==> config.mk <==
export PLATFORM = sky130hd
export DESIGN_NAME = avc_cell
export DESIGN_NICKNAME = d
export VERILOG_FILES = /design/src/design/avc_pkg.sv /design/src/design/avc_cell.sv
export SDC_FILE = /design/constraint.sdc
export NUM_CORES = 1
export LEC_CHECK = 0
export BUFFER_PORTS_ARGS = -buffer_cell sky130_fd_sc_hd__buf_2
export CAP_MARGIN = 15
export CORE_UTILIZATION = 54
export DETAILED_ROUTE_END_ITERATION = 6
export HOLD_SLACK_MARGIN = 0.1
export MAX_ROUTING_LAYER = met4
export PLACE_DENSITY = 0.76
export SYNTH_ARGS = -nofsm -noshare
export SYNTH_HDL_FRONTEND = slang
export SYNTH_SLANG_ARGS = --single-unit
==> constraint.sdc <==
create_clock -name clk -period 7.2 [get_ports clk]
set_clock_uncertainty 0.2 [all_clocks]
set_input_delay 1.8 -clock clk [delete_from_list [all_inputs] [get_ports clk]]
set_output_delay 1.8 -clock clk [all_outputs]
set_load 0.005 [all_outputs]
==> src/design/avc_pkg.sv <==
// Package for the arrowhead vertex calculator.
// Widths, fixed-point constants and the stage record passed along the CORDIC chain.
// No dependencies.
package avc_pkg;

  localparam int FRACTION_BITS   = 16;
  localparam int ROTATION_STAGES = 16;

  localparam int COORD_W  = 16;
  localparam int LEN_W    = 8;
  localparam int CORNER_W = 17;
  localparam int DIFF_W   = COORD_W + 1;
  // dx*2^F grown by sqrt(2) and the CORDIC gain
  localparam int ACC_W    = DIFF_W + FRACTION_BITS + 3;
  localparam int OFS_W    = LEN_W + FRACTION_BITS + 2;
  localparam int PROD_W   = LEN_W + FRACTION_BITS;
  localparam int FIN_W    = COORD_W + FRACTION_BITS + 2;
  localparam int SHIFT_W  = $clog2(ROTATION_STAGES);

  localparam logic [LEN_W-1:0] HEAD_LENGTH_RESET = LEN_W'(10);

  // Q32 constants: converged inverse CORDIC gain and cos(30 deg)
  localparam logic [63:0] INV_GAIN_Q32 = 64'h0000_0000_9B74_EDA8;
  localparam logic [63:0] COS30_Q32    = 64'h0000_0000_DDB3_D743;
  localparam logic [63:0] CK_Q32       = (INV_GAIN_Q32 * COS30_Q32 + 64'h8000_0000) >> 32;
  localparam logic [63:0] SK_Q32       = INV_GAIN_Q32 >> 1;
  localparam logic [63:0] HALF_ULP     = 64'd1 << (31 - FRACTION_BITS);
  localparam logic [63:0] CK_FULL      = (CK_Q32 + HALF_ULP) >> (32 - FRACTION_BITS);
  localparam logic [63:0] SK_FULL      = (SK_Q32 + HALF_ULP) >> (32 - FRACTION_BITS);
  localparam logic [FRACTION_BITS-1:0] CK_FRAC = CK_FULL[FRACTION_BITS-1:0];
  localparam logic [FRACTION_BITS-1:0] SK_FRAC = SK_FULL[FRACTION_BITS-1:0];

  // added to negative values before the shift so the result truncates toward zero
  localparam logic [63:0] TRUNC_FULL = (64'd1 << FRACTION_BITS) - 64'd1;
  localparam logic [FIN_W-1:0] TRUNC_BIAS = TRUNC_FULL[FIN_W-1:0];

  typedef struct packed {
    logic signed [ACC_W-1:0]   x;
    logic signed [ACC_W-1:0]   y;
    logic signed [OFS_W-1:0]   u1;
    logic signed [OFS_W-1:0]   w1;
    logic signed [OFS_W-1:0]   u2;
    logic signed [OFS_W-1:0]   w2;
    logic signed [COORD_W-1:0] hx;
    logic signed [COORD_W-1:0] hy;
    logic                      zero;
  } avc_stage_t;

endpackage

==> src/design/avc_cell.sv <==
// One CORDIC micro-rotation cell: vectoring on (x, y), same turn on both offsets.
// Registered, with its own valid bit. Depends on avc_pkg.
module avc_cell (
  input  logic                          clk,
  input  logic                          rst_n,
  input  logic [avc_pkg::SHIFT_W-1:0]   shift,
  input  avc_pkg::avc_stage_t           up_data,
  input  logic                          up_valid,
  output logic                          up_ready,
  output avc_pkg::avc_stage_t           dn_data,
  output logic                          dn_valid,
  input  logic                          dn_ready
);

  logic                  valid_r;
  avc_pkg::avc_stage_t   data_r;
  avc_pkg::avc_stage_t   data_nxt;

  logic signed [avc_pkg::ACC_W-1:0] xs, ys;
  logic signed [avc_pkg::OFS_W-1:0] u1s, w1s, u2s, w2s;
  logic                             pos;

  assign up_ready = !valid_r || dn_ready;

  assign pos = !up_data.y[avc_pkg::ACC_W-1];
  assign xs  = up_data.x  >>> shift;
  assign ys  = up_data.y  >>> shift;
  assign u1s = up_data.u1 >>> shift;
  assign w1s = up_data.w1 >>> shift;
  assign u2s = up_data.u2 >>> shift;
  assign w2s = up_data.w2 >>> shift;

  always_comb begin
    data_nxt = up_data;
    if (!up_data.zero) begin
      if (pos) begin
        data_nxt.x  = up_data.x  + ys;
        data_nxt.y  = up_data.y  - xs;
        data_nxt.u1 = up_data.u1 - w1s;
        data_nxt.w1 = up_data.w1 + u1s;
        data_nxt.u2 = up_data.u2 - w2s;
        data_nxt.w2 = up_data.w2 + u2s;
      end else begin
        data_nxt.x  = up_data.x  - ys;
        data_nxt.y  = up_data.y  + xs;
        data_nxt.u1 = up_data.u1 + w1s;
        data_nxt.w1 = up_data.w1 - u1s;
        data_nxt.u2 = up_data.u2 + w2s;
        data_nxt.w2 = up_data.w2 - u2s;
      end
    end
  end

  always_ff @(posedge clk) begin
    if (!rst_n) begin
      valid_r <= 1'b0;
    end else if (up_ready) begin
      valid_r <= up_valid;
    end
  end

  always_ff @(posedge clk) begin
    if (up_ready && up_valid) begin
      data_r <= data_nxt;
    end
  end

  assign dn_data  = data_r;
  assign dn_valid = valid_r;

endmodule

==> flow_summary.toml <==
[die]
row_count = 85
die_h_um = 236
die_width_um = 236
coreArea_um2 = 54000
start_util_pct = 55.0
die-area_um2 = 55900
num_io_pins = 428

[power_and_ir_drop]
comb_power_share_pct = 56.8
finalPower_w = 0.00635
leakage_nw = 14.9
p_sw_w = 0.00253
powerDensity_nw_per_um2 = 181
pwr-share-clk_pct = 17.8
intPower_w = 0.00382
peakVddDrop_mv = 0.185
seq_power_share_pct = 25.3
swShare_pct = 39.8

[timing]
worst_pin_slew_ps = 890
hold_viol = 0
setup_viol = 0
max_freq_mhz = 146
final.period_utilization_pct = 95.0
finalMaxSlewViolations = 0
slew_headroom_pct = 40.2
min_period_ps = 6840

[synthesis]
yosysTopAreaCellShare_pct = 21.1
synth_nets = 3782
synth_edf_count = 209
yosysWarnings = 0
ys.flop_type = "edfxtp_1"
syn_area_per_cell_um2 = 8.78
ys_async_sr_fraction_pct = 0
ys_types = 96
syn-cell-area_um2 = 29700
synth_common_cells = "406 x nand2_1, 286 x o21ai_0, 265 x a21oi_1"
yosysTopAreaCell = "edfxtp_1"
synth-seq-area-share_pct = 21.2
synthesis.instances = 3382
yosys-top-cells-area = "edfxtp_1 21%, mux4_2 11%, ha_1 7.5%"
ys_ff_latch = 210
synthMostInstantiatedCell = "nand2_1"

[global_route]
use_met2_pct = 57.5
grt_pass1_vias = 27800
grt_busiest_layer = "met2"
grt_overflow_total = 0
grt_max_degree = 172
grt_pass1_wl_um = 158000
antenna_found_initial = 2
grt_use_met3_pct = 6.74
grt_usage_pct = 36.6
met1_usage_pct = 47.6

[cts]
clock_sinks = 210
clkSlewWorstSetupHoldPaths_ps = 60
cts_tree = "built"
cts-root-buf = "clkbuf_16"
htree_levels = 1
cts_resized = 0
cts_inserted_buffers = 24
holdBufCountCts = 0
post-cts-setup-buffer-count = 0
clock_path_buffers = 3
clock_latency_ps = 550

[hold_path]
holdPathEnd = "dn_valid$_SDFFE_PN0N_"
holdCritStartpoint = "dn_valid$_SDFFE_PN0N_"
hold_depth = 2
hp-class = "reg -> reg"

[critical_path]
crit_top_cell = "nor2_1"
r2r-end = "dn_data[42]$_DFFE_PP_"
critical_path_arrival_ps = 6970
cp_max_fo = 16
path_class = "in -> reg"
critPathLaunchType = "input pin"
worstReg2RegStart = "dn_valid$_SDFFE_PN0N_"
r2r_setup_slack_ps = 4910
max_stage_delay_ps = 580
cpMaxStageDelayCell = "mux4_2"
end_kind = "register"
cp_cell_sequence = "buf_8 > buf_12 > mux4_2 > mux2_2 > mux2i_1 > o21ai_1 > nor2_1 > inv_1 > nor2_1 > nor2_1 > xnor2_1 > ha_1 > a21o_1 > a21oi_1 > o21ai_0 > or3b_2 > o221ai_1 > buf_4 > o2111ai_1 > o211ai_1 > a31oi_1 > xor2_1 > mux2_2"
reg2reg_depth = 3
required_ps = 7330

[outcome]
outcome = "completed"

[drt]
viasPerCell = 6.36
vias = 29600
ant_nets = 0
wirelength_um = 103000
drt_pre_antenna_iters = 7
remaining_drc_errors = 0
wl_per_cell_um = 22.0
first_iter_violations = 3064

[final_layout]
stdcell_count = 4657
fill_cells = 4669
post-route-util_pct = 64.8
nets = 4342
drive_above_1_share_pct = 26.9
syn_to_final_growth_pct = 17.9

[run]
max_cap_viol_count = 0

[placement]
dp_hpwl_um = 81500
port_buffers = 427
dpl.cell_count = 4612
place.gp.congestion = 1.04
==> power groups by stage <==
stage | clock (W) | sequential [W] | combinational (W)
after global placement | 0 | 0.00163 | 0.00351
after floorplan | 0 | 0.00166 | 0.00235
after CTS | 0.00115 | 0.00161 | 0.00357
after global routing | 0.00120 | 0.00162 | 0.00394
final | 0.00113 | 0.00161 | 0.00361
after detailed placement | 0 | 0.00163 | 0.00355
==> registers in the layout, summed over array words and instances, names as in the netlist <==
| signal | flops |
|---|---|
| dn_valid | 1 |
| dn_data | 209 |
==> cell usage in the layout (no fill, tap or decap), types with 22 or more instances in the layout <==
| cell type | instances |
|---|---|
| buf_2 | 421 |
| nand2_1 | 406 |
| buf_4 | 291 |
| o21ai_0 | 285 |
| a21oi_1 | 265 |
| edfxtp_1 | 209 |
| nor2_1 | 202 |
| ha_1 | 176 |
| xnor2_1 | 163 |
| mux4_2 | 150 |
| mux2i_1 | 136 |
| xor2_1 | 136 |
| mux2_2 | 87 |
| a21o_1 | 72 |
| nand3_1 | 67 |
| inv_1 | 66 |
| nand2b_1 | 58 |
| a31oi_1 | 54 |
| nor3_1 | 54 |
| nor2b_1 | 36 |
| o22ai_1 | 34 |
| a211oi_1 | 33 |
| o211ai_1 | 32 |
| and2_1 | 31 |
| and3_1 | 29 |
| o21a_1 | 29 |
| o21bai_1 | 25 |
| clkbuf_16 | 24 |
| a22oi_1 | 23 |
| or3_1 | 22 |
| o31ai_1 | 22 |
==> worst max path at each step <==
stage	from	to	slack, ps	cells past startpoint
floorplan	shift[1]	dn_data[108]$_DFFE_PP_	-60	31
global placement	shift[0]	dn_data[207]$_DFFE_PP_	-260	25
detailed placement	shift[0]	dn_data[207]$_DFFE_PP_	-290	25
CTS	shift[0]	dn_data[207]$_DFFE_PP_	320	25
global route	shift[0]	dn_data[108]$_DFFE_PP_	-20	25
finish	shift[0]	dn_data[171]$_DFFE_PP_	360	23
==> critical path: cells and delay by family <==
kind	cells	cell delay (ps)
AO/OA/AOI/OAI	8	1380
multiplexers	4	1370
AND/OR/NAND/NOR	4	990
buffers and inverters	4	630
XOR/XNOR	2	450
adder cells (fa/ha/maj)	1	310
==> cells by family (layout without fill, tap and decap cells) <==
group / after synthesis / after routing / synth area share (%)
buffers and inverters: 266 / 843 / 4.05
xor gates and xnor gates: 299 / 299 / 8.82
muxes: 393 / 393 / 20.1
and+or+nand+nor: 1003 / 1003 / 16.2
adders and majority gates: 183 / 183 / 7.86
AOI/OAI and AO/OA: 1028 / 1028 / 21.8
DFF: 210 / 210 / 21.2
other: 0 / 2 / 0
==> stage by stage <==
stage	setup TNS, ps	hold slack (ps)	worst slack (ps)	instance area [um2]
2_1_floorplan	-64.1	336	-64.1	29700
3_5_place_dp	-2290	339	-289	34300
6_report	0	346	361	35000
3_3_place_gp	-1750	322	-255	34300
4_1_cts	0	346	318	35000
5_1_grt	-17.7	372	-17.7	35000
==> metal layers <==
metal	routed length, um	share of wire, %
met1	42200	41
met5	0	0
met2	47000	46
met3	9360	9.1
met4	3890	3.8
==> final cells by class <==
type                    instances  area, um2  area share (%)
clock inverters                 8       52.6           0.150
clock buffers                  35        652            1.86
inverters                      70        264           0.754
diodes                          2       5.00          0.0143
well taps                     696        871            2.49
flip-flops and latches        210       6300            18.0
multi-input cells            2906      22200            63.5
repair buffers                730       4630            13.2
No activity file was read; power rests on OpenSTA's default activity.
