### src/design/avc_pkg.sv
// Package for the arrowhead vertex calculator.
// Widths, fixed-point constants and the stage record passed along the CORDIC chain.
// No dependencies.
package avc_pkg;

  localparam int FRACTION_BITS   = 16;
  localparam int ROTATION_STAGES = 16;

  localparam int COORD_W  = 16;
  localparam int LEN_W    = 8;
  localparam int CORNER_W = 17;
  localparam int DIFF_W   = COORD_W + 1;
  // dx*2^F grown by sqrt(2) and the CORDIC gain
  localparam int ACC_W    = DIFF_W + FRACTION_BITS + 3;
  localparam int OFS_W    = LEN_W + FRACTION_BITS + 2;
  localparam int PROD_W   = LEN_W + FRACTION_BITS;
  localparam int FIN_W    = COORD_W + FRACTION_BITS + 2;
  localparam int SHIFT_W  = $clog2(ROTATION_STAGES);

  localparam logic [LEN_W-1:0] HEAD_LENGTH_RESET = LEN_W'(10);

  // Q32 constants: converged inverse CORDIC gain and cos(30 deg)
  localparam logic [63:0] INV_GAIN_Q32 = 64'h0000_0000_9B74_EDA8;
  localparam logic [63:0] COS30_Q32    = 64'h0000_0000_DDB3_D743;
  localparam logic [63:0] CK_Q32       = (INV_GAIN_Q32 * COS30_Q32 + 64'h8000_0000) >> 32;
  localparam logic [63:0] SK_Q32       = INV_GAIN_Q32 >> 1;
  localparam logic [63:0] HALF_ULP     = 64'd1 << (31 - FRACTION_BITS);
  localparam logic [63:0] CK_FULL      = (CK_Q32 + HALF_ULP) >> (32 - FRACTION_BITS);
  localparam logic [63:0] SK_FULL      = (SK_Q32 + HALF_ULP) >> (32 - FRACTION_BITS);
  localparam logic [FRACTION_BITS-1:0] CK_FRAC = CK_FULL[FRACTION_BITS-1:0];
  localparam logic [FRACTION_BITS-1:0] SK_FRAC = SK_FULL[FRACTION_BITS-1:0];

  // added to negative values before the shift so the result truncates toward zero
  localparam logic [63:0] TRUNC_FULL = (64'd1 << FRACTION_BITS) - 64'd1;
  localparam logic [FIN_W-1:0] TRUNC_BIAS = TRUNC_FULL[FIN_W-1:0];

  typedef struct packed {
    logic signed [ACC_W-1:0]   x;
    logic signed [ACC_W-1:0]   y;
    logic signed [OFS_W-1:0]   u1;
    logic signed [OFS_W-1:0]   w1;
    logic signed [OFS_W-1:0]   u2;
    logic signed [OFS_W-1:0]   w2;
    logic signed [COORD_W-1:0] hx;
    logic signed [COORD_W-1:0] hy;
    logic                      zero;
  } avc_stage_t;

endpackage

### src/design/avc_if.sv


interface avc_out_if;
  logic                                valid;
  logic                                ready;
  logic signed [avc_pkg::CORNER_W-1:0] first_corner_x;
  logic signed [avc_pkg::CORNER_W-1:0] first_corner_y;
  logic signed [avc_pkg::CORNER_W-1:0] second_corner_x;
  logic signed [avc_pkg::CORNER_W-1:0] second_corner_y;

  modport source (output valid, output first_corner_x, output first_corner_y,
                  output second_corner_x, output second_corner_y, input ready);
  modport sink   (input valid, input first_corner_x, input first_corner_y,
                  input second_corner_x, input second_corner_y, output ready);
endinterface

### src/design/avc_back.sv
// Back end: head minus rotated offsets, truncated toward zero, into the output register.
// Depends on avc_pkg and avc_out_if.
module avc_back (
  input  logic                  clk,
  input  logic                  rst_n,
  input  avc_pkg::avc_stage_t   up_data,
  input  logic                  up_valid,
  output logic                  up_ready,
  avc_out_if.source             out_ch
);

  logic                                  out_valid_r;
  logic signed [avc_pkg::CORNER_W-1:0]   c1x_r, c1y_r, c2x_r, c2y_r;

  function automatic logic [avc_pkg::CORNER_W-1:0] corner (
    input logic signed [avc_pkg::COORD_W-1:0] h,
    input logic signed [avc_pkg::OFS_W-1:0]   o
  );
    logic signed [avc_pkg::FIN_W-1:0] v;
    logic signed [avc_pkg::FIN_W-1:0] adj;
    logic signed [avc_pkg::FIN_W-1:0] sh;
    v   = (avc_pkg::FIN_W'(h) <<< avc_pkg::FRACTION_BITS) - avc_pkg::FIN_W'(o);
    adj = v[avc_pkg::FIN_W-1] ? (v + avc_pkg::TRUNC_BIAS) : v;
    sh  = adj >>> avc_pkg::FRACTION_BITS;
    return sh[avc_pkg::CORNER_W-1:0];
  endfunction

  assign up_ready = !out_valid_r || out_ch.ready;

  always_ff @(posedge clk) begin
    if (!rst_n) begin
      out_valid_r <= 1'b0;
    end else if (up_ready) begin
      out_valid_r <= up_valid;
    end
  end

  always_ff @(posedge clk) begin
    if (up_ready && up_valid) begin
      c1x_r <= corner(up_data.hx, up_data.u1);
      c1y_r <= corner(up_data.hy, up_data.w1);
      c2x_r <= corner(up_data.hx, up_data.u2);
      c2y_r <= corner(up_data.hy, up_data.w2);
    end
  end

  assign out_ch.valid           = out_valid_r;
  assign out_ch.first_corner_x  = c1x_r;
  assign out_ch.first_corner_y  = c1y_r;
  assign out_ch.second_corner_x = c2x_r;
  assign out_ch.second_corner_y = c2y_r;

endmodule

### src/flat_wrapper.sv
// flat-port wrapper written by rule: the top's interface ports become plain ports
module avc_back_flat 
  (clk, rst_n, up_data, up_valid, up_ready, out_ch_valid, out_ch_first_corner_x, out_ch_first_corner_y, out_ch_second_corner_x, out_ch_second_corner_y, out_ch_ready);
  avc_out_if out_ch_i ();
  input  logic clk;
  input  logic rst_n;
  input  avc_pkg::avc_stage_t up_data;
  input  logic up_valid;
  output logic up_ready;
  output wire logic [$bits(out_ch_i.valid)-1:0] out_ch_valid;
  output wire logic [$bits(out_ch_i.first_corner_x)-1:0] out_ch_first_corner_x;
  output wire logic [$bits(out_ch_i.first_corner_y)-1:0] out_ch_first_corner_y;
  output wire logic [$bits(out_ch_i.second_corner_x)-1:0] out_ch_second_corner_x;
  output wire logic [$bits(out_ch_i.second_corner_y)-1:0] out_ch_second_corner_y;
  input wire logic [$bits(out_ch_i.ready)-1:0] out_ch_ready;
  assign out_ch_valid = out_ch_i.valid;
  assign out_ch_first_corner_x = out_ch_i.first_corner_x;
  assign out_ch_first_corner_y = out_ch_i.first_corner_y;
  assign out_ch_second_corner_x = out_ch_i.second_corner_x;
  assign out_ch_second_corner_y = out_ch_i.second_corner_y;
  assign out_ch_i.ready = out_ch_ready;
  avc_back u_core (.clk(clk), .rst_n(rst_n), .up_data(up_data), .up_valid(up_valid), .up_ready(up_ready), .out_ch(out_ch_i));
endmodule
### config.mk
export PLATFORM = sky130hd
export DESIGN_NAME = avc_back_flat
export DESIGN_NICKNAME = d
export VERILOG_FILES = /design/src/design/avc_pkg.sv /design/src/design/avc_if.sv /design/src/design/avc_back.sv /design/src/flat_wrapper.sv
export SDC_FILE = /design/constraint.sdc
export NUM_CORES = 1
export LEC_CHECK = 0
export CORE_MARGIN = 2
export CORE_UTILIZATION = 70
export DETAILED_ROUTE_END_ITERATION = 8
export DONT_BUFFER_PORTS = 1
export PLACE_DENSITY = 0.89
export SYNTH_ARGS = -nofsm -noshare
export SYNTH_HDL_FRONTEND = slang
export SYNTH_SLANG_ARGS = --single-unit
### constraint.sdc
create_clock -name clk -period 9.1 [get_ports clk]
set_input_delay 0.91 -clock clk [delete_from_list [all_inputs] [get_ports clk]]
set_output_delay 0.91 -clock clk [all_outputs]
set_load 0.01 [all_outputs]
==> reports/qor.csv <==
stage,metric,value,unit
die,die_w,114,um
detailed_routing,dr.first_iter.drc_count,663,
sta,setup_violations,0,
die,rows,40,
status,result_of_the_run,"complete, no violations",
clock_network,cts.reportedPaths.clkPinSlew,0.06,ns
clock_network,cts_hold_buf,0,
clock_network,number_of_setup_buffers_added_after_cts,0,
placement,dpl.cell_count,1179,
detailed_routing,detailroute.via_count,8047,
synthesis,synth-main-ff-cell,edfxtp_1,
sta,rsz0062_at_grt,false,
clock_network,max-clock-path-buffers,2,
detailed_routing,drcViolationCount,0,
die,design.die.area,0.0130,sq mm
sta,maximum_achievable_frequency,235,MHz
pwr,p_int,0.868,mW
pwr,total_switching_power,0.449,mW
die,chipHeight,114,um
global_route,largest_net_degree_at_the_start_of_global_routing,52,
synthesis,netlist_top_cells_area,"edfxtp_1 (24%), ha_1 (10%), xnor2_1 (7.7%)",
pwr,p_clk_share,30.2,%
global_route,first_pass_grt_wire_length,34000,um
sta,worst_margin_slew,1.20,ns
layout,finish.cell_count_without_fillers,1195,
clock_network,cts.htree.levels,3,
synthesis,synth_most_common_cell,nor2_1,
setup_path,timing.critical_path.from_type,input pin,
die,coreArea,0.0119,sq mm
setup_path,worst-endpoint-required,9.18,ns
sta,period_needed,4.26,ns
detailed_routing,avgRoutedWirePerCell,18.0,um
synthesis,yosysTopAreaCell,edfxtp_1,
placement,dp.final_hpwl,17200,um
placement,io_buffer_count,0,
synthesis,post_synth_inst_count,1053,
global_route,globalRoute.totalOverflow,0,
detailed_routing,first_pass_iters,7,
layout,antenna-diode-count,0,
detailed_routing,detail_route.wirelength,21500,um
synthesis,postSynth.asyncResetShare,0,%
synthesis,number_of_synthesized_flops_with_an_enable_pin,68,
die,start_util,71.3,%
synthesis,synth.top_cells.by_count,"nor2_1 (90), nand2_1 (83), xnor2_1 (75)",
synthesis,postSynthNetCount,1334,
placement,place_congestion,0.982,
clock_network,clk_root_buffer_cell,clkbuf_16,
pwr,leakage,3.37,nW
layout,nets,1324,
pwr,power.combinational.fraction,35.2,%
synthesis,share_of_the_synthesized_area_in_the_top_cell_type,24.1,%
detailed_routing,routed_via_density,6.73,
pwr,p_seq_share,34.6,%
setup_path,crit_fanout,7,
synthesis,part_of_the_yosys_area_used_for_sequential_elements,24.3,%
sta,fin_setup_tns,0,ns
pwr,vdd.ir_drop.worst,0.0879,mV
layout,fillers,913,
setup_path,cp_data_arrival_time,4.34,ns
clock_network,tritoncts,yes,
setup_path,timing.setup.critical_path_class,in -> reg,
sta,timing_max_transition_violations_final,0,
layout,syn_to_final_growth,5.17,%
synthesis,synth_seq_cells,69,
sta,finalHoldViolations,0,
global_route,grt_pass1_vias,7429,
global_route,antenna_found_initial,0,
detailed_routing,antenna_left,0,
sta,slew_headroom,18.1,%
sta,final.setup_skew,0.00422,ns
synthesis,synthesis.yosys.warnings,0,
pwr,power.switching_fraction,34.1,%
synthesis,synth_area,0.00849,sq mm
clock_network,clock_latency,0.33,ns
min_path,hold_class,in -> reg,
clock_network,cts_repair_resize_count,0,
setup_path,critical_path.endpoint_type,register,
pwr,p_per_area,148,mW/mm^2
die,num_io_pins,283,
layout,drive_gt1_share,4.48,%
synthesis,synth.lib_cells_used.distinct,70,
clock_network,cts-buffers-inserted,9,
job,max_cap_violations,0,
sta,min_period_over_period,46.9,%
global_route,grt_usage,31.8,%
clock_network,tritoncts_num_sinks,69,
synthesis,syn_avg_cell_area,8.06,sq um
cells by family after synthesis:
logic type | count (synthesis) | share of synthesized area [%]
compound gates | 265 | 21.1
xor+xnor | 127 | 13.1
fa+ha+maj | 68 | 10.0
buf+inv | 96 | 4.27
flops | 69 | 24.3
mux | 9 | 1.06
simple gates | 419 | 26.2
through the flow:
stage               util [%]  cell area [sq um]  setup slack [ns]  hold slack (ns)  power, mW
floorplan                  -               8490              4.78            0.610      0.823
global placement        72.2               8600              4.57            0.712      0.903
detailed placement      72.2               8600              4.52            0.753      0.915
CTS                     74.9               8930              4.85            0.728       1.31
global route            74.9               8930              4.59            0.732       1.38
finish                  74.9               8930              4.84            0.730       1.32
placed cells by master, fill, tap and decap left out, types with 17 or more instances in the layout:
cell	synthesis	final
nor2_1	90	90
nand2_1	83	83
xnor2_1	75	75
inv_1	74	74
ha_1	68	68
edfxtp_1	68	68
a21oi_1	64	64
xor2_1	52	52
o21ai_0	45	45
nor3_1	44	44
nand3_1	39	39
nand4_1	25	25
or3_1	18	18
a21o_1	17	17
area by class of cell:
class | count | area (sq um) | area share (%)
multi-input combinational | 888 | 6060 | 67.9
sequential | 69 | 2060 | 23.1
inverter | 74 | 278 | 3.11
clock buffer | 11 | 233 | 2.61
tap | 147 | 184 | 2.06
clock inverter | 5 | 98.8 | 1.11
timing repair buffer | 1 | 7.51 | 0.0841
path summary, 6_finish.rpt:
path                                                       start                                             end  slack (ns)  cells after the start
worst max-delay path                                 up_data[85]  u_core.out_ch.first_corner_y[16]$_SDFFCE_PP0P_        4.84                     11
worst min-delay path                                    up_valid                u_core.out_ch.valid$_SDFFE_PN0N_        0.73                      2
worst max register to register  u_core.out_ch.valid$_SDFFE_PN0N_      u_core.out_ch.first_corner_x[14]$_DFFE_PP_        7.08                      3
worst min register to register  u_core.out_ch.valid$_SDFFE_PN0N_                u_core.out_ch.valid$_SDFFE_PN0N_        0.74                      2
worst max-delay path, cell delays in order:
cell and delay, ns:
inv_1 0.03, ha_1 0.19, or3b_1 0.45, or3_1 0.52, o41ai_4 0.33, xor2_1 0.25, o2111ai_1 0.21, and4bb_1 0.37
or3b_1 0.39, or4_1 0.52, a2bb2oi_1 0.15
state kept, by name, summed over array words and instances, names as in the netlist:
name,flops
u_core.out_ch.first_corner_x,17
u_core.out_ch.first_corner_y,17
u_core.out_ch.second_corner_x,17
u_core.out_ch.second_corner_y,17
u_core.out_ch.valid,1
power groups by stage:
| stage | registers [mW] | clock network, mW | logic, mW |
|---|---|---|---|
| after detailed placement | 0.463 | 0 | 0.452 |
| final | 0.456 | 0.398 | 0.464 |
| after global placement | 0.462 | 0 | 0.441 |
| after CTS | 0.457 | 0.397 | 0.456 |
| after global routing | 0.460 | 0.411 | 0.512 |
| after floorplan | 0.457 | 0 | 0.366 |
metal layers:
layer / global-route usage, % / vias to the layer above / routed length (um)
met5: 0 / - / 0
met4: 11.9 / 0 / 574
met3: 8.42 / 47 / 2010
met2: 54.9 / 352 / 10500
met1: 37.9 / 3720 / 8470
li1: - / 3928 / -
(Power assumes the default switching activity.)
