[config.mk]
export PLATFORM = sky130hd
export DESIGN_NAME = avc_front_flat
export DESIGN_NICKNAME = d
export VERILOG_FILES = /design/src/design/avc_pkg.sv /design/src/design/avc_if.sv /design/src/design/avc_front.sv /design/src/flat_wrapper.sv
export SDC_FILE = /design/constraint.sdc
export NUM_CORES = 1
export LEC_CHECK = 0
export BUFFER_PORTS_ARGS = -buffer_cell sky130_fd_sc_hd__clkbuf_2
export CAP_MARGIN = 20
export CORE_ASPECT_RATIO = 1.4
export CORE_MARGIN = 2
export CORE_UTILIZATION = 58
export DETAILED_ROUTE_END_ITERATION = 7
export PLACE_DENSITY_LB_ADDON = 0.05
export SYNTH_ARGS = -nofsm -noshare
export SYNTH_HDL_FRONTEND = slang
export SYNTH_SLANG_ARGS = --single-unit
[constraint.sdc]
create_clock -name clk -period 12.75 [get_ports clk]
set_clock_uncertainty 0.1 [all_clocks]
set_input_delay 1.9125 -clock clk [delete_from_list [all_inputs] [get_ports clk]]
set_output_delay 1.9125 -clock clk [all_outputs]
set_load 0.01 [all_outputs]
[src/design/avc_pkg.sv]
// Package for the arrowhead vertex calculator.
// Widths, fixed-point constants and the stage record passed along the CORDIC chain.
// No dependencies.
package avc_pkg;

  localparam int FRACTION_BITS   = 16;
  localparam int ROTATION_STAGES = 16;

  localparam int COORD_W  = 16;
  localparam int LEN_W    = 8;
  localparam int CORNER_W = 17;
  localparam int DIFF_W   = COORD_W + 1;
  // dx*2^F grown by sqrt(2) and the CORDIC gain
  localparam int ACC_W    = DIFF_W + FRACTION_BITS + 3;
  localparam int OFS_W    = LEN_W + FRACTION_BITS + 2;
  localparam int PROD_W   = LEN_W + FRACTION_BITS;
  localparam int FIN_W    = COORD_W + FRACTION_BITS + 2;
  localparam int SHIFT_W  = $clog2(ROTATION_STAGES);

  localparam logic [LEN_W-1:0] HEAD_LENGTH_RESET = LEN_W'(10);

  // Q32 constants: converged inverse CORDIC gain and cos(30 deg)
  localparam logic [63:0] INV_GAIN_Q32 = 64'h0000_0000_9B74_EDA8;
  localparam logic [63:0] COS30_Q32    = 64'h0000_0000_DDB3_D743;
  localparam logic [63:0] CK_Q32       = (INV_GAIN_Q32 * COS30_Q32 + 64'h8000_0000) >> 32;
  localparam logic [63:0] SK_Q32       = INV_GAIN_Q32 >> 1;
  localparam logic [63:0] HALF_ULP     = 64'd1 << (31 - FRACTION_BITS);
  localparam logic [63:0] CK_FULL      = (CK_Q32 + HALF_ULP) >> (32 - FRACTION_BITS);
  localparam logic [63:0] SK_FULL      = (SK_Q32 + HALF_ULP) >> (32 - FRACTION_BITS);
  localparam logic [FRACTION_BITS-1:0] CK_FRAC = CK_FULL[FRACTION_BITS-1:0];
  localparam logic [FRACTION_BITS-1:0] SK_FRAC = SK_FULL[FRACTION_BITS-1:0];

  // added to negative values before the shift so the result truncates toward zero
  localparam logic [63:0] TRUNC_FULL = (64'd1 << FRACTION_BITS) - 64'd1;
  localparam logic [FIN_W-1:0] TRUNC_BIAS = TRUNC_FULL[FIN_W-1:0];

  typedef struct packed {
    logic signed [ACC_W-1:0]   x;
    logic signed [ACC_W-1:0]   y;
    logic signed [OFS_W-1:0]   u1;
    logic signed [OFS_W-1:0]   w1;
    logic signed [OFS_W-1:0]   u2;
    logic signed [OFS_W-1:0]   w2;
    logic signed [COORD_W-1:0] hx;
    logic signed [COORD_W-1:0] hy;
    logic                      zero;
  } avc_stage_t;

endpackage

[src/design/avc_if.sv]
// Valid/ready channel interfaces for the arrowhead vertex calculator.
// Depends on avc_pkg for field widths.
interface avc_in_if;
  logic                               valid;
  logic                               ready;
  logic signed [avc_pkg::COORD_W-1:0] tail_x;
  logic signed [avc_pkg::COORD_W-1:0] tail_y;
  logic signed [avc_pkg::COORD_W-1:0] head_x;
  logic signed [avc_pkg::COORD_W-1:0] head_y;

  modport source (output valid, output tail_x, output tail_y, output head_x, output head_y,
                  input ready);
  modport sink   (input valid, input tail_x, input tail_y, input head_x, input head_y,
                  output ready);
endinterface


[src/design/avc_front.sv]
// Front end: direction vector, scaled offsets, and quadrant pre-rotation.
// Two registered stages. Depends on avc_pkg and avc_in_if.
module avc_front (
  input  logic                        clk,
  input  logic                        rst_n,
  input  logic [avc_pkg::LEN_W-1:0]   head_length,
  avc_in_if.sink                      in_ch,
  output avc_pkg::avc_stage_t         dn_data,
  output logic                        dn_valid,
  input  logic                        dn_ready
);

  // stage A
  logic                                 a_valid_r;
  logic signed [avc_pkg::DIFF_W-1:0]    a_dx_r, a_dy_r;
  logic signed [avc_pkg::OFS_W-1:0]     a_cu_r, a_sw_r;
  logic signed [avc_pkg::COORD_W-1:0]   a_hx_r, a_hy_r;
  logic                                 a_zero_r;
  logic                                 a_ready;

  logic signed [avc_pkg::DIFF_W-1:0]    dx_nxt, dy_nxt;
  logic        [avc_pkg::PROD_W-1:0]    cu_prod, sw_prod;

  // stage B
  logic                                 b_valid_r;
  avc_pkg::avc_stage_t                  b_data_r;
  avc_pkg::avc_stage_t                  b_data_nxt;
  logic                                 b_ready;

  logic signed [avc_pkg::ACC_W-1:0]     xp, yp, xn, yn;
  logic signed [avc_pkg::OFS_W-1:0]     cu, sw;

  assign b_ready     = !b_valid_r || dn_ready;
  assign a_ready     = !a_valid_r || b_ready;
  assign in_ch.ready = a_ready;

  assign dx_nxt  = avc_pkg::DIFF_W'(in_ch.head_x) - avc_pkg::DIFF_W'(in_ch.tail_x);
  assign dy_nxt  = avc_pkg::DIFF_W'(in_ch.head_y) - avc_pkg::DIFF_W'(in_ch.tail_y);
  assign cu_prod = head_length * avc_pkg::CK_FRAC;
  assign sw_prod = head_length * avc_pkg::SK_FRAC;

  always_ff @(posedge clk) begin
    if (!rst_n) begin
      a_valid_r <= 1'b0;
    end else if (a_ready) begin
      a_valid_r <= in_ch.valid;
    end
  end

  always_ff @(posedge clk) begin
    if (a_ready && in_ch.valid) begin
      a_dx_r   <= dx_nxt;
      a_dy_r   <= dy_nxt;
      a_cu_r   <= avc_pkg::OFS_W'(cu_prod);
      a_sw_r   <= avc_pkg::OFS_W'(sw_prod);
      a_hx_r   <= in_ch.head_x;
      a_hy_r   <= in_ch.head_y;
      a_zero_r <= (dx_nxt == '0) && (dy_nxt == '0);
    end
  end

  // fixed-point direction vector and its negations
  assign xp = avc_pkg::ACC_W'(a_dx_r) <<< avc_pkg::FRACTION_BITS;
  assign yp = avc_pkg::ACC_W'(a_dy_r) <<< avc_pkg::FRACTION_BITS;
  assign xn = avc_pkg::ACC_W'(-a_dx_r) <<< avc_pkg::FRACTION_BITS;
  assign yn = avc_pkg::ACC_W'(-a_dy_r) <<< avc_pkg::FRACTION_BITS;
  assign cu = a_cu_r;
  assign sw = a_sw_r;

  // left half plane: quarter turn on both the vector and the offsets
  always_comb begin
    b_data_nxt      = '0;
    b_data_nxt.hx   = a_hx_r;
    b_data_nxt.hy   = a_hy_r;
    b_data_nxt.zero = a_zero_r;
    if (!a_dx_r[avc_pkg::DIFF_W-1]) begin
      b_data_nxt.x  = xp;
      b_data_nxt.y  = yp;
      b_data_nxt.u1 = cu;
      b_data_nxt.w1 = sw;
      b_data_nxt.u2 = cu;
      b_data_nxt.w2 = -sw;
    end else if (!a_dy_r[avc_pkg::DIFF_W-1]) begin
      b_data_nxt.x  = yp;
      b_data_nxt.y  = xn;
      b_data_nxt.u1 = -sw;
      b_data_nxt.w1 = cu;
      b_data_nxt.u2 = sw;
      b_data_nxt.w2 = cu;
    end else begin
      b_data_nxt.x  = yn;
      b_data_nxt.y  = xp;
      b_data_nxt.u1 = sw;
      b_data_nxt.w1 = -cu;
      b_data_nxt.u2 = -sw;
      b_data_nxt.w2 = -cu;
    end
  end

  always_ff @(posedge clk) begin
    if (!rst_n) begin
      b_valid_r <= 1'b0;
    end else if (b_ready) begin
      b_valid_r <= a_valid_r;
    end
  end

  always_ff @(posedge clk) begin
    if (b_ready && a_valid_r) begin
      b_data_r <= b_data_nxt;
    end
  end

  assign dn_data  = b_data_r;
  assign dn_valid = b_valid_r;

endmodule

[src/flat_wrapper.sv]
// flat-port wrapper written by rule: the top's interface ports become plain ports
module avc_front_flat 
  (clk, rst_n, head_length, dn_data, dn_valid, dn_ready, in_ch_valid, in_ch_tail_x, in_ch_tail_y, in_ch_head_x, in_ch_head_y, in_ch_ready);
  avc_in_if in_ch_i ();
  input  logic clk;
  input  logic rst_n;
  input  logic [avc_pkg::LEN_W-1:0] head_length;
  output avc_pkg::avc_stage_t dn_data;
  output logic dn_valid;
  input  logic dn_ready;
  input wire logic [$bits(in_ch_i.valid)-1:0] in_ch_valid;
  input wire logic [$bits(in_ch_i.tail_x)-1:0] in_ch_tail_x;
  input wire logic [$bits(in_ch_i.tail_y)-1:0] in_ch_tail_y;
  input wire logic [$bits(in_ch_i.head_x)-1:0] in_ch_head_x;
  input wire logic [$bits(in_ch_i.head_y)-1:0] in_ch_head_y;
  output wire logic [$bits(in_ch_i.ready)-1:0] in_ch_ready;
  assign in_ch_i.valid = in_ch_valid;
  assign in_ch_i.tail_x = in_ch_tail_x;
  assign in_ch_i.tail_y = in_ch_tail_y;
  assign in_ch_i.head_x = in_ch_head_x;
  assign in_ch_i.head_y = in_ch_head_y;
  assign in_ch_ready = in_ch_i.ready;
  avc_front u_core (.clk(clk), .rst_n(rst_n), .head_length(head_length), .in_ch(in_ch_i), .dn_data(dn_data), .dn_valid(dn_valid), .dn_ready(dn_ready));
endmodule
==> results, run 1 <==
- The flow ran to the end, and the final reports show no timing, DRC or antenna violations.
- The final critical path time including I/O delays and setup is 6.482 ns.
- The first global-routing pass estimated 60.89 mm of wire.
- The capturing element type of the critical path is a flop.
- The count of distinct cell types in the synthesized netlist is 72.
- The number of cells on the worst reg-to-reg path is 11.
- Clock tree synthesis selected as its root buffer the cell sky130_fd_sc_hd__clkbuf_16.
- The max-capacitance violation count is 0.
- The number of global-route vias before repair is ~11000.
- The routed wire length per instance is between 15 and 20 um.
- The setup path with the least slack is of type input pin to flop.
- Detailed placement finished with a half-perimeter wire length of 30.08 mm.
- Counting the buffers created by CTS gives 28.
- The worst supply voltage drop on vdd is 141.8 uV.
- The clock passes through at most 3 buffers.
- A synthesized cell averages 11.45 um2.
- Data on the critical path arrives at its endpoint at 6.69 ns.
- The post-CTS setup buffer count is 0.
- STA puts the critical path data required time at 12.96 ns.
- The setup slack on the worst flop-to-flop path is 8.62 ns.
- The critical path ends at u_core.a_sw_r[22].
- Once detail routing completed, the nets flagged for antenna violations numbered 0.
- The actual transition at the worst max-transition pin is 1.114 ns.
- For this design the top-level I/O count stands at 287.
- The initial core utilization is between 50% and 60%.
- The share of async-settable or async-resettable flops after synthesis is 0%.
- The post-detailed-route DRC marker count is 0.
- sky130_fd_sc_hd__edfxtp_1 takes more of the synthesized area than any other cell.
- CTS built an H-tree with a depth of 1.
- For the final routed database, the setup TNS stands at 0 ns.
- The setup slack at placement is slightly below 6 ns.
- After clock tree synthesis, the clock-pin slew on the worst setup and hold paths is 0.06 ns.
- Once the clock tree was built, the resizer swapped 0 gates to a different size.
- The setup-violating endpoint count in the final report is 0.
- The area of the mapped netlist is 0.01713 mm2.
- Measured along the x axis, the die boundary spans between 100 and 150 um.
- Yosys mapped a number of flops with a built-in enable equal to 285.
- The layout net count is 1976.
- The area growth from synthesis to final layout is 14.55%.
- The Yosys warning count is 0.
- The via total after detailed routing is ~12000.
- Ranked by total cell area, the synthesized netlist is headed by sky130_fd_sc_hd__edfxtp_1 (50%), sky130_fd_sc_hd__ha_1 (9.1%), sky130_fd_sc_hd__fa_1 (5.5%), sky130_fd_sc_hd__xnor2_1 (4.1%), sky130_fd_sc_hd__xor2_1 (3.8%).
- The number of placed instances, taps included, is 2079.
- The number of placement rows is 74.
- After the first detailed-routing iteration, the DRC count stood at between 600 and 700.
- The total count of max-transition violations in the final report was 0.
- The most instantiated flip-flop cell in the synthesis netlist is sky130_fd_sc_hd__edfxtp_1.
- In this run the vertical extent of the chip is ~210 um.
- The number of hold-slack violations in the final timing report is 0.
- The min-delay analysis places its worst path in the category flop to flop.
- Synthesis handed over a netlist of 1496 instances.
- The post-layout worst setup margin is approximately 6.3 ns.
- The startpoint class of the critical path is an input pin.
- For this design the static power due to leakage is between 8 and 9 nW.
- The full die area is 0.03095 mm2.
- The largest driver fanout on the critical path is 10.
- Setup repair after global routing left no endpoint under its margin.
- In this run, post-CTS hold repair placed 0 buffers.
- The TritonCTS clock tree is yes.
- For this design the ratio of total power to cell area is 168.6 mW/mm2.
- CTS saw 287 sinks.
- For this block, the routed nets add up to 39.36 mm of wire.
- The register bit total from synthesis is 287.
- The number of antenna diodes is 0.
- In this run the critical register-to-register path is captured at u_core.dn_data[76].
- In the final layout, the share of cells above drive strength 1 is approximately a fifth.
- The global routing usage summed across all routing layers is 25.55%.
- The average via count per standard cell is 5.446.
- Based on the critical path, the design can be clocked at up to 0.1543 GHz.
- The worst setup path startpoint is head_length[6].
- Headroom to the max-slew limit came out at 25.72%.
- In this run the tool buffered the top-level ports with 254 buffer cells.
- The fill cell instance count of the final layout is approximately 2300.
- At the end of routability-driven placement, the weighted congestion stood at between 0.8 and 0.9.
- The sum of overflow across all layers after global routing is 0.
- The number of antenna violations at the first check in global routing came to 0.
- The startpoint identified for the worst register-to-register timing path is u_core.a_cu_r[1].
- The maximum number of pins on one net before global-route repair is ~180.
- At the later pin of the worst-skew pair, clock insertion delay measures 0.57 ns.
- The sequential element share of the synthesized area is 50.19%.
- The detailed-router iteration count before antenna repair is 5.
- The number of standard cells in the final layout excluding fillers is 2131.
- The part of the cycle the worst path needs is 50.84%.
- In this run the standard cell core region covers between 0.02 and 0.03 mm2.
- In this run the biggest area consumer among cell types represents approximately half of the synthesized area.
==> cells in the mapped netlist (3+ instances only) <==
| library cell | number |
|---|---|
| sky130_fd_sc_hd__edfxtp_1 | 285 |
| sky130_fd_sc_hd__inv_1 | 145 |
| sky130_fd_sc_hd__nor2_1 | 133 |
| sky130_fd_sc_hd__a21oi_1 | 124 |
| sky130_fd_sc_hd__ha_1 | 124 |
| sky130_fd_sc_hd__xnor2_1 | 80 |
| sky130_fd_sc_hd__xor2_1 | 75 |
| sky130_fd_sc_hd__nand2_1 | 64 |
| sky130_fd_sc_hd__clkbuf_1 | 52 |
| sky130_fd_sc_hd__fa_1 | 47 |
| sky130_fd_sc_hd__o21ai_0 | 38 |
| sky130_fd_sc_hd__buf_4 | 35 |
| sky130_fd_sc_hd__o21a_1 | 33 |
| sky130_fd_sc_hd__nor2b_1 | 27 |
| sky130_fd_sc_hd__nor3_1 | 22 |
| sky130_fd_sc_hd__nand2b_1 | 20 |
| sky130_fd_sc_hd__a21o_1 | 19 |
| sky130_fd_sc_hd__nand3_1 | 12 |
| sky130_fd_sc_hd__o31ai_1 | 11 |
| sky130_fd_sc_hd__or4_1 | 10 |
| sky130_fd_sc_hd__o21bai_1 | 9 |
| sky130_fd_sc_hd__or2_2 | 9 |
| sky130_fd_sc_hd__or3_1 | 9 |
| sky130_fd_sc_hd__and2_1 | 7 |
| sky130_fd_sc_hd__a31oi_1 | 6 |
| sky130_fd_sc_hd__mux2_2 | 6 |
| sky130_fd_sc_hd__nor4_1 | 6 |
| sky130_fd_sc_hd__o41ai_1 | 5 |
| sky130_fd_sc_hd__a2111oi_0 | 4 |
| sky130_fd_sc_hd__a41o_1 | 4 |
| sky130_fd_sc_hd__buf_1 | 4 |
| sky130_fd_sc_hd__mux2i_1 | 4 |
| sky130_fd_sc_hd__nand4_1 | 4 |
| sky130_fd_sc_hd__o31a_1 | 4 |
| sky130_fd_sc_hd__or2_1 | 4 |
| sky130_fd_sc_hd__and3_1 | 3 |
| sky130_fd_sc_hd__nor3b_1 | 3 |
| sky130_fd_sc_hd__o22ai_1 | 3 |
| sky130_fd_sc_hd__or4b_1 | 3 |
==> stage by stage <==
step           area (um2)  hold slack [ns]  utilization, %  power, mW
5_1_grt             19620           0.3186           67.28      3.494
3_5_place_dp        18600           0.3045           63.78      2.406
4_1_cts             19620           0.3195           67.28      3.318
2_1_floorplan       17260           0.3003               -      2.127
6_report            19620           0.3183           67.28      3.309
3_3_place_gp        18600           0.3009           63.78      2.386
==> sequential cells by signal, indices dropped and copies added, names as in the netlist <==
register and count:
u_core.a_hy_r 16, u_core.a_dy_r 17, u_core.dn_data 174, u_core.a_dx_r 17
u_core.a_valid_r 1, u_core.a_cu_r 24, u_core.a_hx_r 16, u_core.dn_valid 1
u_core.a_sw_r 20, u_core.a_zero_r 1
==> worst min-delay path by stage <==
stage	slack [ns]	from	end	depth (start not counted)
CTS	0.32	u_core.a_hy_r[12]	u_core.dn_data[13]	0
floorplan	0.30	u_core.a_zero_r	u_core.dn_data[0]	0
finish	0.32	u_core.a_hy_r[0]	u_core.dn_data[1]	0
detailed placement	0.30	u_core.a_hy_r[12]	u_core.dn_data[13]	0
global route	0.32	u_core.a_hx_r[14]	u_core.dn_data[31]	0
global placement	0.30	u_core.a_hx_r[5]	u_core.dn_data[22]	0
==> per-layer routing <==
| layer | up-vias | wire length, um | GRT usage [%] |
|---|---|---|---|
| met5 | - | 0 | 0 |
| met4 | 0 | 1149 | 7.849 |
| met3 | 62 | 2202 | 2.791 |
| met2 | 358 | 19770 | 45.13 |
| met1 | 5531 | 16240 | 32.98 |
| li1 | 5654 | - | - |
==> area by class of cell <==
cell class              count  area [um2]  share of cell area (%)
flip-flops and latches    287        8598                   43.82
multi-input cells        1006        7647                   38.97
repair buffers            261        1336                   6.810
clock buffers              30       729.5                   3.717
inverters                 145       544.3                   2.774
well taps                 380       475.5                   2.423
clock inverters            22       291.5                   1.486
==> report_power, final <==
group | total [mW] | internal (mW) | switching [mW]
Combinational | 1.02 | 0.444 | 0.578
Clock | 0.910 | 0.541 | 0.369
Sequential | 1.38 | 1.24 | 0.137
==> layout by cell type, fill, tap and decap left out, types with 19 or more instances in the layout <==
cell type	n
sky130_fd_sc_hd__edfxtp_1	285
sky130_fd_sc_hd__nand2b_1	20
sky130_fd_sc_hd__xor2_1	75
sky130_fd_sc_hd__nor2b_1	26
sky130_fd_sc_hd__clkbuf_2	254
sky130_fd_sc_hd__nor2_1	133
sky130_fd_sc_hd__conb_1	35
sky130_fd_sc_hd__nand2_1	64
sky130_fd_sc_hd__o21a_1	33
sky130_fd_sc_hd__a21oi_1	124
sky130_fd_sc_hd__fa_1	47
sky130_fd_sc_hd__nor3_1	22
sky130_fd_sc_hd__o21ai_0	38
sky130_fd_sc_hd__inv_1	145
sky130_fd_sc_hd__a21o_1	19
sky130_fd_sc_hd__clkbuf_16	29
sky130_fd_sc_hd__xnor2_1	80
sky130_fd_sc_hd__ha_1	124
==> logic make-up after synthesis <==
| kind of cell | count (synthesis) | share of synthesized area [%] |
|---|---|---|
| AOI/OAI and AO/OA | 285 | 10.42 |
| xor gates and xnor gates | 155 | 7.925 |
| adders and majority gates | 171 | 14.55 |
| buffers and inverters | 237 | 5.967 |
| DFF | 287 | 50.19 |
| muxes | 10 | 0.6281 |
| other | 1 | 0.02189 |
| and+or+nand+nor | 350 | 10.30 |
==> worst max-delay path: stages <==
cell	delay [ns]
sky130_fd_sc_hd__clkbuf_2	0.29
sky130_fd_sc_hd__inv_1	0.14
sky130_fd_sc_hd__ha_1	0.39
sky130_fd_sc_hd__inv_1	0.11
sky130_fd_sc_hd__fa_1	0.49
sky130_fd_sc_hd__fa_1	0.55
sky130_fd_sc_hd__inv_1	0.05
sky130_fd_sc_hd__fa_1	0.52
sky130_fd_sc_hd__inv_1	0.04
sky130_fd_sc_hd__ha_1	0.35
sky130_fd_sc_hd__a21o_1	0.20
sky130_fd_sc_hd__a2111oi_0	0.50
sky130_fd_sc_hd__nor3_1	0.19
sky130_fd_sc_hd__o2111ai_1	0.26
sky130_fd_sc_hd__a21boi_0	0.15
sky130_fd_sc_hd__nor3_1	0.24
sky130_fd_sc_hd__o21bai_1	0.12
sky130_fd_sc_hd__a21o_1	0.19
Note: power is estimated with default switching activity, not from simulation.
==> run 2: changes to the inputs <==
--- a/config.mk
+++ b/config.mk
@@ -5,6 +5,7 @@
 export SDC_FILE = /design/constraint.sdc
 export NUM_CORES = 1
 export LEC_CHECK = 0
+export ABC_AREA = 1
 export BUFFER_PORTS_ARGS = -buffer_cell sky130_fd_sc_hd__clkbuf_2
 export CAP_MARGIN = 20
 export CORE_ASPECT_RATIO = 1.4
==> constraint.sdc (replaced) <==
create_clock -name clk -period 6 [get_ports clk]
set_clock_uncertainty 0.1 [all_clocks]
set_input_delay 0.9 -clock clk [delete_from_list [all_inputs] [get_ports clk]]
set_output_delay 0.9 -clock clk [all_outputs]
set_load 0.01 [all_outputs]
==> results, run 2 <==
- The run finished with clean final reports.
- In this run the tool buffered the top-level ports with 254 buffer cells.
- The actual transition at the worst max-transition pin is ~1.0 ns.
- The number of enable flip-flop cells after synthesis is 285.
- The initial utilization of the core area, before any placement, comes to about three fifths.
- The post-synthesis share of cell area spent on and, or, nand and nor gates is 17.01%.
- The fill cell instance count of the final layout is 2433.
- The wire length of the first global-routing pass is 66.91 mm.
- The sum of overflow across all layers after global routing is 0.
- In the final layout, the share of cells above drive strength 1 is between 15 and 20%.
- The share of async-settable or async-resettable flops after synthesis is 0%.
- After detailed placement, the total cell area comes to 0.01935 mm2.
- The post-detailed-route DRC marker count is 0.
- The register bit total from synthesis is 287.
- Dividing the final minimum period by the clock period gives 74.85%.
- The clock transition time at the flip-flop clock pins of the worst setup and hold paths is approximately 0.060 ns.
- The number of gates resized after CTS was 0.
- The library cells used most frequently in the layout, excluding fill and tap cells, are sky130_fd_sc_hd__nand2_1 (389), sky130_fd_sc_hd__inv_1 (309), sky130_fd_sc_hd__edfxtp_1 (285).
- In the routed layout, each cell is associated on average with a via count of 5.433.
- The commonest cells after synthesis are sky130_fd_sc_hd__nand2_1 (389), sky130_fd_sc_hd__inv_1 (310), sky130_fd_sc_hd__edfxtp_1 (285).
- The number of buffers created by CTS is 27.
- Dividing total power by cell area gives a power density of between 300 and 400 mW/mm2.
- After synthesis, flip-flops and latches occupy 48.32% of the total area.
- The worst-case IR drop observed on VDD is 353.6 uV.
- In the final layout, the multi-input gates occupy 0.007715 mm2.
- The fmax is 0.2227 GHz.
- Entering global routing, the biggest net connects 136 pins.
- The largest incremental delay on the critical path is between 0.5 and 0.6 ns.
- The post-route setup TNS is 0 ns.
- The worst-path cell with the longest stage delay is sky130_fd_sc_hd__fa_1.
- The top cell type by total area after synthesis is sky130_fd_sc_hd__edfxtp_1.
- The static leakage is 9.523 nW.
- The die covers 0.03212 mm2.
- Across the run, the number of max-cap violations was 0.
- The number of standard cells in the final layout excluding fillers is 2515.
- The share of Yosys cell area claimed by the top area cell type is 48.09%.
- The count of hold-fix buffers inserted at cts is 0.
- The horizontal extent of the die is about 150 um.
- The area of the mapped netlist is 0.01779 mm2.
- Once layout is done, the placed cells without fillers occupy around 0.02 mm2.
- The number of nets still failing antenna checks after routing is 0.
- The total count of max-transition violations in the final report is 0.
- The root buffer cell is sky130_fd_sc_hd__clkbuf_16.
- Row generation in the floorplan step produced 75 rows.
- Summing the areas of all fa, ha and maj instances in the mapped netlist gives 14.01% of the synthesized area.
- The register with the most flip-flops in the layout has 174 of them.
- In this run the number of H-tree levels came out at 1.
- The vertical die dimension is 211.3 um.
- In this run the standard cell core region covers ~0.030 mm2.
- The kind of critical path is input pin to flop.
- The total wire length is 42.28 mm.
- In this run the deepest clock path goes through 3 buffers.
- STA puts the critical path data arrival time at 4.68 ns.
- The number of antenna violations at the first check in global routing is 0.
- The synthesized netlist devotes 8.199% of its cell area to compound gates.
- TritonCTS built the clock tree.
- The global routing usage summed across all routing layers is 25.95%.
- After synthesis, the largest family of logic cells by area is simple AND/OR/NAND/NOR gates.
- Data on the critical path is required at its endpoint by 6.19 ns.
- The number of hold-slack violations in the final timing report came to 0.
- The largest driver fanout on the critical path is 11.
- The top-level port count is 287.
- The cell that appears most often on the critical path is sky130_fd_sc_hd__inv_1.
- The critical path goes through clkbuf_2 -> inv_1 -> ha_1 -> inv_1 -> fa_1 -> fa_1 -> inv_1 -> fa_1 -> inv_1 -> ha_1 -> nand2_1 -> inv_1 -> nand2_1 -> nand2_1 -> nand2_1 -> nand3_1 -> a31oi_1 -> xor2_1.
- The initial detailed-routing violation count is 1029.
- Of the total synthesized cell area, the portion taken by XOR and XNOR cells is 3.340%.
- In the synthesized netlist, mux cells make up 0% of the area.
- Summing over every cut layer, the via total after detailed routing is 13660.
- The number of sinks handled by clock tree synthesis is 287.
- The first TritonRoute pass finished after 6 iterations.
- The synthesized netlist contains 50 unique library cells.
- Once placement completed, the tool counted placed cells totaling ~2500.
- The post-CTS setup buffer count is 0.
- The startpoint class of the critical path is an input pin.
- Setup repair after global routing left no endpoint under its margin.
- In this run the register-to-register setup slack is a little over 3 ns.
- In the final routed layout, each cell accounts on average for 16.81 um.
- The repair_antennas step left the layout with diodes totalling 0.
- The most instantiated flip-flop cell in the synthesis netlist is sky130_fd_sc_hd__edfxtp_1.
- The tightest min-delay check is of the flop to flop type.
- The combined flip-flop and latch cell area is 0.008598 mm2.
- The layout net count is 2357.
- The commonest non-fill, non-tap cell in the layout is sky130_fd_sc_hd__nand2_1.
- At the end of routability-driven placement, the weighted congestion stood at 0.9115.
- The worst relative slew slack is a little under a third.
- In the post-synthesis netlist, the cell with the most instances is sky130_fd_sc_hd__nand2_1.
- Yosys printed 0 warnings.
- Counting every instance in the synthesized netlist gives 1856.
- The number of global-route vias before repair was about 13000.
- The post-detailed-placement half-perimeter wirelength is 33.56 mm.
- Dividing the synthesized area by the synthesized cell count gives 9.588 um2.
- At the later pin of the worst-skew pair, clock insertion delay measures 0.55 ns.
- The final critical path time including I/O delays and setup is 4.491 ns.
- Setup violations remaining at the end of the flow were counted as 0.
- The design draws 6.878 mW.
- Sorting the synthesized cells by area gives the leading types as sky130_fd_sc_hd__edfxtp_1 (48%), sky130_fd_sc_hd__ha_1 (8.7%), sky130_fd_sc_hd__nand2_1 (8.2%), sky130_fd_sc_hd__inv_1 (6.5%), sky130_fd_sc_hd__fa_1 (5.3%).
- Relative to the synthesized area, the layout overhead comes to 13.58%.
- The capturing element type of the critical path is a flop.
run 2: final timing paths:
check / start / to / depth (start not counted)
min: u_core.a_hy_r[10] / u_core.dn_data[11] / 0
min reg2reg: u_core.a_hy_r[10] / u_core.dn_data[11] / 0
max reg2reg: u_core.a_cu_r[0] / u_core.dn_data[101] / 9
max: head_length[6] / u_core.a_sw_r[19] / 18
run 2: cell type report:
| class | count | area share, % |
|---|---|---|
| inverters | 323 | 6.011 |
| multi-input cells | 1210 | 38.17 |
| well taps | 385 | 2.383 |
| flip-flops and latches | 287 | 42.54 |
| clock inverters | 14 | 0.7924 |
| clock buffers | 35 | 3.491 |
| repair buffers | 261 | 6.611 |
run 2: metal layers:
metal  up-vias  wire [um]  global-route usage, %
li1       6658          -                      -
met1      6434      17640                  34.24
met2       501      21030                  44.91
met3        71       2482                  3.488
met4         0       1132                  7.992
met5         -          0                      0
run 2: critical path, delay by kind of cell:
kind	cells	cell delay, ns
AO/OA/AOI/OAI	1	0.24
XOR/XNOR	1	0.10
adder cells (fa/ha/maj)	5	2.30
buffers and inverters	6	0.69
AND/OR/NAND/NOR	5	0.43
run 2: through the flow:
step	utilization, %	hold slack (ns)	worst slack (ns)
6_report	67.10	0.3139	1.509
5_1_grt	67.10	0.3134	1.291
4_1_cts	67.10	0.3124	1.579
3_5_place_dp	64.22	0.3052	1.007
3_3_place_gp	64.22	0.3006	1.066
2_1_floorplan	-	0.3003	1.554
run 2: cells by family (layout without fill, tap and decap cells):
group,count (synthesis),count (layout)
buf+inv,393,633
simple gates,688,688
flops,287,287
compound gates,249,249
fa+ha+maj,171,171
other cells,1,35
xor+xnor,67,67
run 2: power by group:
group          total, mW  leakage, nW  switching [mW]  internal (mW)
sequential          2.86         2.74           0.227           2.63
combinational       2.33         6.36            1.52          0.816
clock               1.69        0.422           0.722          0.964
total               6.88         9.52            2.47           4.41
==> run 3: changes to the inputs <==
--- a/config.mk
+++ b/config.mk
@@ -5,12 +5,12 @@
 export SDC_FILE = /design/constraint.sdc
 export NUM_CORES = 1
 export LEC_CHECK = 0
-export ABC_AREA = 1
+export ABC_AREA = 0
 export BUFFER_PORTS_ARGS = -buffer_cell sky130_fd_sc_hd__clkbuf_2
 export CAP_MARGIN = 20
 export CORE_ASPECT_RATIO = 1.4
 export CORE_MARGIN = 2
-export CORE_UTILIZATION = 58
+export CORE_UTILIZATION = 52
 export DETAILED_ROUTE_END_ITERATION = 7
 export PLACE_DENSITY_LB_ADDON = 0.05
 export SYNTH_ARGS = -nofsm -noshare
==> constraint.sdc (replaced) <==
create_clock -name clk -period 4 [get_ports clk]
set_clock_uncertainty 0.1 [all_clocks]
set_input_delay 0.6 -clock clk [delete_from_list [all_inputs] [get_ports clk]]
set_output_delay 0.6 -clock clk [all_outputs]
set_load 0.01 [all_outputs]
==> results, run 3 (synthesis gave the netlist of run 1 again) <==
- In the layout the commonest cells are sky130_fd_sc_hd__edfxtp_1 (285), sky130_fd_sc_hd__clkbuf_2 (248), sky130_fd_sc_hd__inv_1 (135).
- Of all nets on the critical path, the largest fanout is 2.
- The buffer and inverter count on the worst path is 4.
- After routing the design area is 0.02120 mm2.
- Summed over all nets, the half-perimeter wirelength after detailed placement is 35.28 mm.
- The initial detailed-routing violation count is approximately 500.
- The setup slack on the worst flop-to-flop path is 0.53 ns.
- At the pin with the least slew margin, the transition time is 0.8772 ns.
- For the final routed database, the setup TNS stands at -1.287 ns.
- The largest incremental delay on the critical path is 0.56 ns.
- The flow ran to the end, but the final reports show violations.
- The number of levels in the clock H-tree is 1.
- The number of antenna violations at the first check in global routing is 0.
- Counting instances, the worst hold path has a depth of 1.
- The area growth from synthesis to final layout is 23.78%.
- The total count of max-transition violations in the final report is 0.
- The clock passes through at most 3 buffers.
- The number of cells on the worst reg-to-reg path is 11.
- The via total after detailed routing is 12230.
- The classification of the worst-slack hold path is input pin to flop.
- The setup slack at placement is -1.327 ns.
- The standard cell core area is 0.03240 mm2.
- Fill cells in the final layout number 2637.
- The initial core utilization is 52.87%.
- Max-cap violations in this run came to 0.
- The signal on the critical path passes through buf_8 -> fa_2 -> inv_2 -> fa_1 -> fa_2 -> fa_1 -> inv_2 -> ha_4 -> buf_6 -> a21oi_4 -> nand3b_1 -> o21ai_1 -> a21oi_2 -> a41o_1 -> or4_4 -> a31oi_4 -> o21ai_2 -> xor2_1.
- During I/O placement, the number of pins put on the boundary was 287.
- The TritonCTS clock tree is yes.
- The checks that failed: setup timing.
- In this run the critical register-to-register path is launched from u_core.a_cu_r[0].
- In this run the remaining antenna-violating nets after routing total 0.
- The count of hold-fix buffers inserted at cts is 0.
- Once layout is complete, the cells apart from fillers number between 2000 and 2500.
- For this run, the share of the core covered by cells in the final layout is between 60% and 70%.
- The worst pin sits at a relative slew slack of 41.40%.
- The wire length of the first global-routing pass is 66.62 mm.
- The static leakage is 9.066 nW.
- The first detailed-routing pass took 5 iterations.
- The final critical path time including I/O delays and setup is between 4 and 5 ns.
- The kind of critical path is input pin to flop.
- The layout net count is 2113.
- The total wire length is around 44 mm.
- The power density over cell area is 539.7 mW/mm2.
- Setup repair after global routing could not meet its margin everywhere.
- Row generation in the floorplan step produced 78 rows.
- The die covers ~0.034 mm2.
- The overall power consumption is roughly 11 mW.
- The endpoint identified for the worst register-to-register timing path is u_core.dn_data[76].
- Setup violations remaining at the end of the flow were counted as 7.
- Of the available clock period, the critical path in the final layout requires 109.7%.
- Setup slack on the critical path of the routed design comes to -0.3890 ns.
- The number of placed instances, taps included, is 2265.
- The capturing element type of the critical path is a flop.
- After global routing the overflow that remains totals 0.
- The fmax is 0.2278 GHz.
- The number of global-route vias before repair is between 10000 and 15000.
- For this run, design rule violations remaining after detail routing come to 0.
- The sequential cells in the finished layout cover a total of 0.008598 mm2.
- The ratio of cells with drive above 1 in the final layout is between 20% and 30%.
- The number of buffers created by CTS is 28.
- The floorplan step set the die height to roughly 220 um.
- The congestion estimate from routability-driven global placement came to ~0.88.
- At the later pin of the worst-skew pair, clock insertion delay measures 0.55 ns.
- Input and output buffers added on the ports amount to 254.
- The number of sinks handled by clock tree synthesis is 287.
- The flip-flop count of the largest register, all copies and words added is around 170.
- At the worst endpoint, the arrival time is 4.58 ns.
- The startpoint class of the critical path is an input pin.
- The floorplan step set the die width to 157.4 um.
- The worst supply voltage drop on vdd is 315.6 uV.
- Summing all placed instances gives a cell area of 0.01984 mm2.
- Entering global routing, the biggest net connects 126 pins.
- The number of hold-slack violations in the final timing report is 0.
- The library cell used most frequently in the layout, excluding fill and tap cells, is sky130_fd_sc_hd__edfxtp_1.
- Summing all multi-input logic gate instances after layout gives 0.008044 mm2.
- The number of antenna diodes in the final layout is 0.
- The clock transition time at the flip-flop clock pins of the worst setup and hold paths is roughly 0.06 ns.
- The routed wire length per instance is approximately 19 um.
- The start point of the worst hold path is in_ch_head_y[0].
- The global routing usage summed across all routing layers is 25.55%.
- Data on the critical path is required at its endpoint by between 4 and 5 ns.
- The tightest hold margin is 0.1460 ns.
- The path with the worst hold slack has its endpoint at u_core.a_hy_r[0].
- Among all stages on the critical path, the largest delay is contributed by sky130_fd_sc_hd__fa_2.
- The family of cells with the greatest summed delay on the critical path is adder cells.
- The average via count per standard cell is 5.252.
- The root buffer cell is sky130_fd_sc_hd__clkbuf_16.
==> run 3: layer usage <==
layer | GRT usage, % | routed length [um] | up-vias
li1 | - | - | 5931
met5 | 0 | 0 | -
met1 | 28.50 | 16280 | 5931
met4 | 7.970 | 1310 | 0
met3 | 2.181 | 1683 | 68
met2 | 50.38 | 24860 | 297
==> run 3: report_power, final <==
group	switching [mW]	leakage [nW]	internal [mW]
Sequential	0.454	2.72	3.95
Clock	1.12	0.460	1.59
Combinational	2.23	5.88	2.11
Total	3.80	9.07	7.65
==> run 3: area by class of cell <==
cell class	count	area share, %
multi-input cells	1006	37.94
clock buffers	37	3.753
repair buffers	398	11.85
flip-flops and latches	287	40.55
well taps	440	2.596
inverters	145	2.579
clock inverters	15	0.7376
==> run 3: how the worst max path moves through the flow <==
| stage | start | end | cells after the start | slack [ns] |
|---|---|---|---|---|
| 2_1_floorplan | head_length[5] | u_core.a_sw_r[21] | 15 | -0.65 |
| 6_report | head_length[5] | u_core.a_sw_r[21] | 18 | -0.39 |
| 5_1_grt | head_length[5] | u_core.a_sw_r[21] | 18 | -0.48 |
| 4_1_cts | head_length[5] | u_core.a_sw_r[21] | 18 | -0.38 |
| 3_3_place_gp | head_length[3] | u_core.a_sw_r[22] | 19 | -1.20 |
| 3_5_place_dp | head_length[3] | u_core.a_sw_r[22] | 19 | -1.33 |
==> run 3: repair_timing <==
action	CTS	global route
pin swaps	23	24
setup buffers	3	11
setup endpoints to repair	13	13
gates resized for setup	40	36
